<file path="src/rtl/dltq_pkg.sv">
// shared types and constants for the delta-list timer queue
// used by dltq_ctrl, dltq_datapath and delta_list_timer_queue
package dltq_pkg;

	localparam int DLTQ_DEPTH_DEFAULT = 16;
	localparam int MAX_RESULTS        = 16;
	localparam logic [9:0] TICK_STEP_RESET = 10'd100;

	localparam logic [1:0] RK_INSERTED = 2'd0;
	localparam logic [1:0] RK_FULL     = 2'd1;
	localparam logic [1:0] RK_EXPIRED  = 2'd2;

	typedef struct packed {
		logic [23:0] delta;
		logic [7:0]  owner;
		logic [15:0] arg;
		logic [15:0] id;
	} entry_t;

	// datapath commands issued by the controller, one per cycle
	typedef enum logic [4:0] {
		OP_NONE,
		OP_ACCEPT,
		OP_RD_POS,
		OP_SPLIT,
		OP_ADV,
		OP_SH_INIT,
		OP_SH_RD,
		OP_SH_WR,
		OP_INS_DONE,
		OP_FULL,
		OP_HEAD_DEC,
		OP_HEAD_TAKE,
		OP_RD_N,
		OP_EXP_MID,
		OP_EXP_LAST,
		OP_CP_RD,
		OP_CP_WR,
		OP_CP_DONE
	} op_t;

	typedef struct packed {
		logic empty;
		logic full;
		logic pos_at_end;
		logic rem_lt;
		logic head_due;
		logic more;
		logic next_zero;
		logic sh_done;
		logic cp_end;
		logic out_free;
	} status_t;

endpackage

</file>
<file path="src/rtl/dltq_ctrl.sv">
// controller state machine of the delta-list timer queue
// depends on dltq_pkg; drives dltq_datapath through op_t commands
module dltq_ctrl (
	input  logic             clk,
	input  logic             arst_n,
	input  logic             in_valid,
	input  logic             in_kind,
	output logic             in_ready,
	input  dltq_pkg::status_t st,
	output dltq_pkg::op_t    op
);
	import dltq_pkg::*;

	typedef enum logic [3:0] {
		S_IDLE,
		S_INS_RD,
		S_INS_CMP,
		S_SHIFT,
		S_SH_WR,
		S_INS_DONE,
		S_FULL,
		S_TK_HEAD,
		S_TK_CHK,
		S_TK_NEXT,
		S_TK_LAST,
		S_CP_RD,
		S_CP_WR
	} state_t;

	state_t state_q, state_d;

	assign in_ready = (state_q == S_IDLE);

	always_comb begin
		state_d = state_q;
		op      = OP_NONE;
		unique case (state_q)
			S_IDLE: begin
				if (in_valid) begin
					op = OP_ACCEPT;
					if (in_kind) begin
						state_d = st.full ? S_FULL : S_INS_RD;
					end else begin
						state_d = st.empty ? S_IDLE : S_TK_HEAD;
					end
				end
			end
			S_INS_RD: begin
				if (st.pos_at_end) begin
					op      = OP_SH_INIT;
					state_d = S_SHIFT;
				end else begin
					op      = OP_RD_POS;
					state_d = S_INS_CMP;
				end
			end
			S_INS_CMP: begin
				if (st.rem_lt) begin
					op      = OP_SPLIT;
					state_d = S_SHIFT;
				end else begin
					op      = OP_ADV;
					state_d = S_INS_RD;
				end
			end
			S_SHIFT: begin
				if (st.sh_done) begin
					state_d = S_INS_DONE;
				end else begin
					op      = OP_SH_RD;
					state_d = S_SH_WR;
				end
			end
			S_SH_WR: begin
				op      = OP_SH_WR;
				state_d = S_SHIFT;
			end
			S_INS_DONE: begin
				if (st.out_free) begin
					op      = OP_INS_DONE;
					state_d = S_IDLE;
				end
			end
			S_FULL: begin
				if (st.out_free) begin
					op      = OP_FULL;
					state_d = S_IDLE;
				end
			end
			S_TK_HEAD: begin
				if (st.head_due) begin
					op      = OP_HEAD_TAKE;
					state_d = S_TK_CHK;
				end else begin
					op      = OP_HEAD_DEC;
					state_d = S_IDLE;
				end
			end
			S_TK_CHK: begin
				if (st.more) begin
					op      = OP_RD_N;
					state_d = S_TK_NEXT;
				end else begin
					state_d = S_TK_LAST;
				end
			end
			S_TK_NEXT: begin
				// a zero-delta follower expires with the head
				if (!st.next_zero) begin
					state_d = S_TK_LAST;
				end else if (st.out_free) begin
					op      = OP_EXP_MID;
					state_d = S_TK_CHK;
				end
			end
			S_TK_LAST: begin
				if (st.out_free) begin
					op      = OP_EXP_LAST;
					state_d = S_CP_RD;
				end
			end
			S_CP_RD: begin
				if (st.cp_end) begin
					op      = OP_CP_DONE;
					state_d = S_IDLE;
				end else begin
					op      = OP_CP_RD;
					state_d = S_CP_WR;
				end
			end
			S_CP_WR: begin
				op      = OP_CP_WR;
				state_d = S_CP_RD;
			end
			default: begin
				state_d = S_IDLE;
			end
		endcase
	end

	always_ff @(posedge clk or negedge arst_n) begin
		if (!arst_n) begin
			state_q <= S_IDLE;
		end else begin
			state_q <= state_d;
		end
	end

endmodule

</file>
<file path="src/rtl/dltq_datapath.sv">
// datapath of the delta-list timer queue: entry memory, walk counters,
// tick step register and result register; depends on dltq_pkg
module dltq_datapath #(
	parameter int QUEUE_DEPTH = dltq_pkg::DLTQ_DEPTH_DEFAULT
) (
	input  logic              clk,
	input  logic              arst_n,
	input  dltq_pkg::op_t     op,
	input  logic [7:0]        in_owner_id,
	input  logic [23:0]       in_wait_time,
	input  logic [15:0]       in_callback_arg,
	input  logic              cfg_valid,
	input  logic [9:0]        cfg_data,
	output dltq_pkg::status_t st,
	output logic              out_valid,
	input  logic              out_ready,
	output logic [1:0]        out_result_kind,
	output logic [15:0]       out_timer_id,
	output logic [7:0]        out_expired_owner,
	output logic [15:0]       out_expired_arg,
	output logic              out_last_of_run
);
	import dltq_pkg::*;

	localparam int IW = (QUEUE_DEPTH > 1) ? $clog2(QUEUE_DEPTH) : 1;
	localparam int CW = $clog2(QUEUE_DEPTH + 1);
	localparam logic [CW-1:0] DepthC = CW'(QUEUE_DEPTH);

	entry_t mem_q [QUEUE_DEPTH];
	entry_t rd_q;
	entry_t cur_q;
	entry_t wr_data;
	logic          wr_en, rd_en;
	logic [IW-1:0] wr_addr, rd_addr;

	logic [CW-1:0] count_q;
	logic [15:0]   next_id_q;
	logic [9:0]    step_q;
	logic [CW-1:0] pos_q, j_q, n_q;
	logic [23:0]   remain_q;
	logic [7:0]    owner_q;
	logic [15:0]   arg_q;

	logic [CW-1:0] j_m1, j_mn;
	logic          push;
	logic [1:0]    push_kind;
	logic [15:0]   push_id;
	logic [7:0]    push_owner;
	logic [15:0]   push_arg;
	logic          push_last;

	assign j_m1 = j_q - 1'b1;
	assign j_mn = j_q - n_q;

	assign st.empty      = (count_q == '0);
	assign st.full       = (count_q == DepthC);
	assign st.pos_at_end = (pos_q == count_q);
	assign st.rem_lt     = (remain_q < rd_q.delta);
	assign st.head_due   = (rd_q.delta <= {14'd0, step_q});
	assign st.more       = (n_q < count_q) && (32'(n_q) < MAX_RESULTS);
	assign st.next_zero  = (rd_q.delta == 24'd0);
	assign st.sh_done    = (j_q == pos_q);
	assign st.cp_end     = (j_q == count_q);
	assign st.out_free   = !out_valid || out_ready;

	// memory port selection
	always_comb begin
		wr_en   = 1'b0;
		wr_addr = '0;
		wr_data = rd_q;
		rd_en   = 1'b0;
		rd_addr = '0;
		unique case (op)
			OP_ACCEPT: begin
				rd_en = 1'b1;
			end
			OP_RD_POS: begin
				rd_en   = 1'b1;
				rd_addr = pos_q[IW-1:0];
			end
			OP_SPLIT: begin
				wr_en         = 1'b1;
				wr_addr       = pos_q[IW-1:0];
				wr_data.delta = rd_q.delta - remain_q;
			end
			OP_SH_RD: begin
				rd_en   = 1'b1;
				rd_addr = j_m1[IW-1:0];
			end
			OP_SH_WR: begin
				wr_en   = 1'b1;
				wr_addr = j_q[IW-1:0];
			end
			OP_INS_DONE: begin
				wr_en         = 1'b1;
				wr_addr       = pos_q[IW-1:0];
				wr_data.delta = remain_q;
				wr_data.owner = owner_q;
				wr_data.arg   = arg_q;
				wr_data.id    = next_id_q;
			end
			OP_HEAD_DEC: begin
				wr_en         = 1'b1;
				wr_data.delta = rd_q.delta - {14'd0, step_q};
			end
			OP_RD_N: begin
				rd_en   = 1'b1;
				rd_addr = n_q[IW-1:0];
			end
			OP_CP_RD: begin
				rd_en   = 1'b1;
				rd_addr = j_q[IW-1:0];
			end
			OP_CP_WR: begin
				wr_en   = 1'b1;
				wr_addr = j_mn[IW-1:0];
			end
			default: begin
				wr_en = 1'b0;
			end
		endcase
	end

	always_ff @(posedge clk) begin
		if (wr_en) begin
			mem_q[wr_addr] <= wr_data;
		end
		if (rd_en) begin
			rd_q <= mem_q[rd_addr];
		end
	end

	// result selection
	always_comb begin
		push       = 1'b0;
		push_kind  = RK_EXPIRED;
		push_id    = cur_q.id;
		push_owner = cur_q.owner;
		push_arg   = cur_q.arg;
		push_last  = 1'b0;
		unique case (op)
			OP_INS_DONE: begin
				push       = 1'b1;
				push_kind  = RK_INSERTED;
				push_id    = next_id_q;
				push_owner = 8'd0;
				push_arg   = 16'd0;
				push_last  = 1'b1;
			end
			OP_FULL: begin
				push       = 1'b1;
				push_kind  = RK_FULL;
				push_id    = 16'd0;
				push_owner = 8'd0;
				push_arg   = 16'd0;
				push_last  = 1'b1;
			end
			OP_EXP_MID: begin
				push = 1'b1;
			end
			OP_EXP_LAST: begin
				push      = 1'b1;
				push_last = 1'b1;
			end
			default: begin
				push = 1'b0;
			end
		endcase
	end

	always_ff @(posedge clk or negedge arst_n) begin
		if (!arst_n) begin
			count_q   <= '0;
			next_id_q <= 16'd0;
			step_q    <= TICK_STEP_RESET;
			out_valid <= 1'b0;
		end else begin
			if (cfg_valid) begin
				step_q <= cfg_data;
			end
			if (op == OP_INS_DONE) begin
				count_q   <= count_q + 1'b1;
				next_id_q <= next_id_q + 16'd1;
			end else if (op == OP_CP_DONE) begin
				count_q <= count_q - n_q;
			end
			if (push) begin
				out_valid <= 1'b1;
			end else if (out_ready) begin
				out_valid <= 1'b0;
			end
		end
	end

	always_ff @(posedge clk) begin
		if (push) begin
			out_result_kind   <= push_kind;
			out_timer_id      <= push_id;
			out_expired_owner <= push_owner;
			out_expired_arg   <= push_arg;
			out_last_of_run   <= push_last;
		end
		unique case (op)
			OP_ACCEPT: begin
				pos_q    <= '0;
				remain_q <= in_wait_time;
				owner_q  <= in_owner_id;
				arg_q    <= in_callback_arg;
			end
			OP_ADV: begin
				remain_q <= remain_q - rd_q.delta;
				pos_q    <= pos_q + 1'b1;
			end
			OP_SPLIT, OP_SH_INIT: begin
				j_q <= count_q;
			end
			OP_SH_WR: begin
				j_q <= j_m1;
			end
			OP_HEAD_TAKE: begin
				cur_q <= rd_q;
				n_q   <= CW'(1);
			end
			OP_EXP_MID: begin
				cur_q <= rd_q;
				n_q   <= n_q + 1'b1;
			end
			OP_EXP_LAST: begin
				j_q <= n_q;
			end
			OP_CP_WR: begin
				j_q <= j_q + 1'b1;
			end
			default: begin
				j_q <= j_q;
			end
		endcase
	end

endmodule

</file>
<file path="src/rtl/delta_list_timer_queue.sv">
// delta-list timer queue, top level
// instantiates dltq_ctrl and dltq_datapath; depends on dltq_pkg
//
// usage: s_axis carries one request per item, tuser selects a tick (0) or
// an insert (1). an insert answers with one result: inserted with its timer
// id, or rejected when the queue is full. a tick counts the head entry down
// by tick_step; when the head falls due it expires with any zero-delta
// entries behind it (at most sixteen in all), one result each, tlast on
// the final one. a tick that expires nothing gives no result.
// cfg_* writes tick_step; it is taken at any time but should only change
// while the queue is idle.
// timing: one request at a time. the entry store has one registered read
// port, so the walk reads each entry before it compares or moves it. an
// insert walks the list to its place and shifts the entries behind it up;
// a tick with expiries reads the due entries and then shifts the rest down.
// results sit in an output register; a stalled m_axis holds the walk at the
// next result, and a new request is taken while the last result waits.
// reset empties the queue, zeroes the id counter and sets tick_step to 100;
// no clearing pass is needed.
module delta_list_timer_queue #(
	parameter int QUEUE_DEPTH = dltq_pkg::DLTQ_DEPTH_DEFAULT
) (
	input  logic        clk,
	input  logic        arst_n,
	input  logic        s_axis_tvalid,
	output logic        s_axis_tready,
	input  logic [47:0] s_axis_tdata,  // owner_id, wait_time, callback_arg
	input  logic        s_axis_tuser,  // kind
	output logic        m_axis_tvalid,
	input  logic        m_axis_tready,
	output logic [39:0] m_axis_tdata,  // timer_id, expired_owner, expired_arg
	output logic [1:0]  m_axis_tuser,  // result_kind
	output logic        m_axis_tlast,
	input  logic        cfg_valid,
	output logic        cfg_ready,
	input  logic [9:0]  cfg_data
);
	import dltq_pkg::*;

	op_t     op;
	status_t st;
	logic [15:0] timer_id;
	logic [7:0]  expired_owner;
	logic [15:0] expired_arg;

	assign cfg_ready    = 1'b1;
	assign m_axis_tdata = {expired_arg, expired_owner, timer_id};

	dltq_ctrl u_ctrl (
		.clk      (clk),
		.arst_n   (arst_n),
		.in_valid (s_axis_tvalid),
		.in_kind  (s_axis_tuser),
		.in_ready (s_axis_tready),
		.st       (st),
		.op       (op)
	);

	dltq_datapath #(
		.QUEUE_DEPTH (QUEUE_DEPTH)
	) u_datapath (
		.clk               (clk),
		.arst_n            (arst_n),
		.op                (op),
		.in_owner_id       (s_axis_tdata[7:0]),
		.in_wait_time      (s_axis_tdata[31:8]),
		.in_callback_arg   (s_axis_tdata[47:32]),
		.cfg_valid         (cfg_valid),
		.cfg_data          (cfg_data),
		.st                (st),
		.out_valid         (m_axis_tvalid),
		.out_ready         (m_axis_tready),
		.out_result_kind   (m_axis_tuser),
		.out_timer_id      (timer_id),
		.out_expired_owner (expired_owner),
		.out_expired_arg   (expired_arg),
		.out_last_of_run   (m_axis_tlast)
	);

endmodule

</file>
<file path="config.mk">
export PLATFORM = sky130hd
export DESIGN_NAME = delta_list_timer_queue
export DESIGN_NICKNAME = d
export VERILOG_FILES = /design/src/rtl/dltq_pkg.sv /design/src/rtl/dltq_ctrl.sv /design/src/rtl/dltq_datapath.sv /design/src/rtl/delta_list_timer_queue.sv
export SDC_FILE = /design/constraint.sdc
export NUM_CORES = 2
export LEC_CHECK = 0
export ABC_CLOCK_PERIOD_IN_PS = 14000
export BUFFER_PORTS_ARGS = -buffer_cell sky130_fd_sc_hd__buf_4
export CORE_MARGIN = 5
export CORE_UTILIZATION = 55
export CTS_CLUSTER_DIAMETER = 80
export CTS_CLUSTER_SIZE = 40
export DETAILED_ROUTE_END_ITERATION = 10
export GPL_ROUTABILITY_DRIVEN = 0
export MAX_ROUTING_LAYER = met4
export PLACE_DENSITY = 0.69
export SYNTH_ARGS = -nofsm -noshare
export SYNTH_HDL_FRONTEND = slang
export SYNTH_SLANG_ARGS = --single-unit
</file>
<file path="constraint.sdc">
create_clock -name clk -period 14 [get_ports clk]
set_clock_uncertainty 0.15 [all_clocks]
set_input_delay 2.1 -clock clk [delete_from_list [all_inputs] [get_ports clk]]
set_output_delay 2.1 -clock clk [all_outputs]
set_load 0.005 [all_outputs]
</file>
### Yosys cells after proc, flatten, opt, wreduce, memory -nomap -nowiden

Memories as Yosys holds them, arrays and structs flattened. A register that Yosys moved wholly into a read port is not among the register bits.
Index checks and enable logic that the tools add are counted.

* register bits after elaboration: 182
* memories: 1
* input port bits: 64
* RAM bits: 1024
* output and inout port bits: 46
* word-level logic and storage cells: 141

* reductions and logical operators: 21
* add/sub/neg operators: 11
* order comparisons: 4
* equal/unequal tests: 37
* muxes and demuxes: 48

Memories
* u_datapath.mem_q: depth 16, width 64, rd ports 1, clocked after Yosys merged registers in 1, wr ports 1, RTL line dltq_datapath.sv:29 `entry_t mem_q [QUEUE_DEPTH];`

Operators by type and width (count)
* $pmux 24 s3: 1
* $pmux 5 s13: 1
* $mux 4: 13
* $pmux 24 s2: 1
* $pmux 4 s12: 1
* $sub 24x24->24: 2
* $eq 5x4->1 const B: 8
* $mux 40: 1
* $pmux 16 s2: 1
* $le 24x10->1: 1
* $logic_not 24->1: 1
* $lt 24x24->1: 1
* $sub 24x10->24: 1
* $add 5x1->5 const B: 4
* $eq 4x4->1 const B: 5
* $eq 5x3->1 const B: 4
* $mux 5: 4
* $pmux 5 s2: 2
* $pmux 5 s4: 1
* $add 16x1->16 const B: 1
* $eq 4x3->1 const B: 4
* $pmux 4 s4: 1
* $eq 5x5->1: 3
* $eq 5x5->1 const B: 3
* 29 further kinds: 56

### Depth between registers and ports, before layout

* depth after elaboration: 10
* gate-level depth with buffers: 15
* gate-level depth less buffers: 12

### Modules after synthesis

A second synthesis with hierarchy kept.

* cells, all modules: 4407
* area, all modules: 55210.5 sq um

By module, submodules not included
* dltq_datapath: sequential area each 37860.1 sq um, instances 1, cells an instance 4310, area an instance 54474.7 sq um
* dltq_ctrl: sequential area each 100.1 sq um, instances 1, cells an instance 95, area an instance 724.4 sq um
* delta_list_timer_queue: sequential area each 0.0 sq um, instances 1, cells an instance 2, area an instance 11.3 sq um

### Worst setup path before layout

OpenSTA, ideal clock, no wires.

* kind: input-to-reg
* start point: in m_axis_tready
* end point: mem u_datapath.mem_q[4][0] (netlist bit) (enable)
* library setup time: 0.486 ns
* cell stages on the path: 8
* buffers on the path: 1
* data arrival time: 5.968 ns
* path slack: 7.395 ns
* data required time: 13.364 ns
* cell sequence: nor2b_1 nor2_1 nand2_1 o21ai_0 buf_2 a21boi_0 or3_1 nor2_1

* cells in the longest elaborated chain, start to end: 9
* elaborated cells on any way between the ends: 18
* classes of those cells: 5 x eq/ne; 10 x mux; 3 x reduce/logical

RTL lines
* start, declared: RTL line delta_list_timer_queue.sv:30 `input logic m_axis_tready,`
* $logic_or 1x1->1 *: RTL line dltq_datapath.sv:64 `assign st.out_free = !out_valid || out_ready;`
* $mux 4: RTL line dltq_ctrl.sv:111 `end else if (st.out_free) begin`
* $mux 5: RTL line dltq_ctrl.sv:109 `if (!st.next_zero) begin`
* $pmux 5 s13 *: RTL line dltq_ctrl.sv:37 `unique case (state_q)`
* $eq 5x4->1 (tied with other cells): RTL line dltq_datapath.sv:73 `unique case (op)`
* $reduce_or 5->1 (no source line)
* $mux 1: RTL line dltq_datapath.sv:73
* $mux 1: RTL line dltq_datapath.sv:125 `if (wr_en) begin`
* $mux 1 (implied by the code): RTL line dltq_datapath.sv:126 `mem_q[wr_addr] <= wr_data;`
* end, declared: RTL line dltq_datapath.sv:29

Every way passes the cells marked *; elsewhere a longest branch is shown, timed or not.

### Worst setup path after layout

* start point: in m_axis_tready
* end point: mem u_datapath.mem_q[0][54] (netlist bit) (enable)

The elaborated chain is that of the path after synthesis.

==> flow_summary.toml <==
[grt]
grt_overflow = 0
grt_pass1_wl_microns = 203000
grt_pass1_vias = 33113
grt_max_degree = 194
track_usage_pct = 25.2
antenna_found_initial = 4

[synthesis]
synth.top_cell.area_share_pct = 67.2
synth_top_cell_by_area = "edfxtp_1"
yosys-top-cells-count = "1234 x edfxtp_1, 1021 x nand2_1, 287 x nand3_1, 274 x nand4_1, 193 x mux2i_1"
avgSynthCellArea_sq_um = 12.7
yosys-top-cells-area = "edfxtp_1 67%, nand2_1 6.9%, mux2i_1 3.5%, nand4_1 3.1%, nand3_1 2.6%"
ys.flop_type = "edfxtp_1"
syn_area_sq_mm = 0.0552
synth_edf_count = 1234
yosysWarnings = 0
synth_seq_cells = 1270
yosysSeqAreaShare_pct = 68.8
syn-num-nets = 4487
yosysMostFrequentCell = "edfxtp_1"
netlist_instances = 4346
netlist-cell-type-count = 80
ys_async_sr_fraction_pct = 2.83

[floorplan]
die_h_microns = 327
die_w_microns = 327
start_util_pct = 55.2
coreArea_sq_mm = 0.0999
row_count = 116
dieArea_sq_mm = 0.107
boundaryPins = 110

[hold_path]
min_path_type = "flip-flop to flip-flop"

[critical_path]
crit_type = "input port to flip-flop"
cp.arrival_ns = 5.94
crit_path_top_delay_cell = "nor2_4"
slowest_delay_ns = 0.76
cp-start-kind = "input port"
path_common_cell = "buf_4"
crit_chain = "buf_4, nor2b_1, nor2_1, nand2_4, o21ai_1, buf_4, or2_0, o2111ai_2, nor2_4, buf_4"
crit_required_ns = 14.18
critPathMaxFanout = 43
crit_path_end_kind = "flip-flop"

[routing]
routed_wl_microns = 134000
drt-initial-drc-count = 4471
drtPass1Iterations = 5
viasPerCell = 6.23
num_vias = 34950
drcViolationCount = 0
antenna_left = 0
post_drt_wl_per_cell_microns = 23.8

[clocking]
clock-sinks = 1270
postCtsSetupRepairBufs = 0
holdBufCountCts = 0
cts-resized-gates = 0
insertion_delay_ns = 0.71
cts_tree = "built"
cts_buffer_depth = 3
htreeDepth = 2
clock_tree.root_cell = "clkbuf_16"
cts_buffers = 49
clkTransAtPathRegs_ns = 0.13

[placed_design]
io_buffers = 108
placed_cells = 5518
dp_hpwl_microns = 74800

[timing]
slew_violations = 0
fin_crit_ns = 5.76
hold_viol_final = 0
fmax_mhz = 174
relSlewSlack_pct = 11.9
tightest_slew_ns = 1.32
tns_ns = 0
setup_viol = 0
whs_ns = 0.316
finalCritPeriodShare_pct = 41.2
rsz0062_at_grt = "no"

[finish]
syn2layout_area_growth_pct = 6.65
fin_nets = 4413
drive_gt1_share_pct = 7.12
instances_no_fill = 5610
fillers = 7774

[flow_run]
cap_violations = 0

[power]
power_density_mw_per_mm2 = 257
power.leakage_uw = 0.0213
vdd_drop_max_mv = 0.178

[run_status]
run_status = "complete, no violations"
==> area by class of cell <==
type	count	area (sq um)	area share, %
Multi-Input combinational cell	2701	15800	26.8
Clock inverter	37	572	0.972
Inverter	86	323	0.549
Clock buffer	53	1280	2.18
Sequential cell	1270	38000	64.5
Tap cell	1298	1620	2.76
Antenna cell	1	2.50	0.00425
Timing Repair Buffer	164	1280	2.18
==> state kept, by name, indices dropped and copies added, names as in the netlist, 10 cells and up <==
name / cells
u_datapath.mem_q: 1024
u_datapath.next_id_q: 16
u_datapath.rd_q: 64
u_datapath.out_timer_id: 16
u_datapath.out_expired_arg: 16
u_datapath.remain_q: 24
u_datapath.arg_q: 16
u_datapath.step_q: 10
u_datapath.cur_q: 40
==> placed cells by master, fill, tap and decap left out, types with 18 or more instances in the layout <==
cell       count
clkbuf_16     51
inv_1         85
o21ai_0       85
ha_1          72
a211oi_1      18
a22oi_1       69
edfxtp_1    1234
buf_4        160
xnor2_1       47
a21oi_1      147
nor3_1        26
o2111ai_1     69
nand4_1      274
nor2_1        65
nand3_1      286
and2_1        29
nand2_1     1016
mux2i_1      193
dfrtp_1       33
a21o_1        28
xor2_1        41
==> layer usage <==
layer	part of all wire, %	wire length, microns	track usage [%]
met4	2.4	3210	5.78
met1	43	56900	36.2
met2	46	61400	38.3
met3	9.1	12100	4.39
met5	0	0	-
==> worst max-delay path: cells and delay by family <==
| family | cells | cell delay [ns] |
|---|---|---|
| AND/OR/NAND/NOR | 5 | 2.08 |
| buffers and inverters | 3 | 1.13 |
| AO/OA/AOI/OAI | 2 | 0.54 |
==> cell families (layout without fill, tap and decap cells) <==
family	count (synthesis)	in the layout	share of synthesized area, %
and+or+nand+nor	1795	1795	14.7
DFF	1270	1270	68.8
AOI/OAI and AO/OA	543	543	6.61
buffers and inverters	375	340	3.03
muxes	197	197	3.58
xor gates and xnor gates	88	88	1.40
adders and majority gates	77	77	1.81
other	1	2	0.00680
==> worst paths after layout <==
kind | depth (start not counted) | slack, ns | from | endpoint
max reg2reg | 10 | 8.26 | u_ctrl.state_q[1]$_DFFE_PN0P_ | u_datapath.rd_q[53]$_DFFE_PP_
min | 0 | 0.32 | u_datapath.rd_q[14]$_DFFE_PP_ | u_datapath.cur_q[14]$_DFFE_PP_
max | 10 | 8.24 | m_axis_tready | u_datapath.mem_q[0][54]$_DFFE_PP_
max in group asynchronous | 1 | 12.01 | arst_n | u_datapath.next_id_q[10]$_DFFE_PN0P_
min in group asynchronous | 1 | 1.26 | arst_n | u_ctrl.state_q[1]$_DFFE_PN0P_
min reg2reg | 0 | 0.32 | u_datapath.rd_q[14]$_DFFE_PP_ | u_datapath.cur_q[14]$_DFFE_PP_
==> power by group <==
| part | leakage [uW] | switching, uW | internal (uW) |
|---|---|---|---|
| sequential | 0.0117 | 362 | 5910 |
| combinational | 0.00875 | 4790 | 2020 |
| clock | 0.000870 | 1270 | 751 |
| total | 0.0213 | 6420 | 8680 |
==> metrics by stage <==
stage	setup WS (ns)	instance area [sq um]	power, uW	util [%]
floorplan	7.40	55200	10900	-
global placement	7.64	57000	12900	57.0
detailed placement	7.55	57000	13100	57.0
CTS	8.29	58800	15100	58.9
global route	7.97	58800	16000	58.9
finish	8.24	58800	15100	58.9
(Power assumes the default switching activity.)
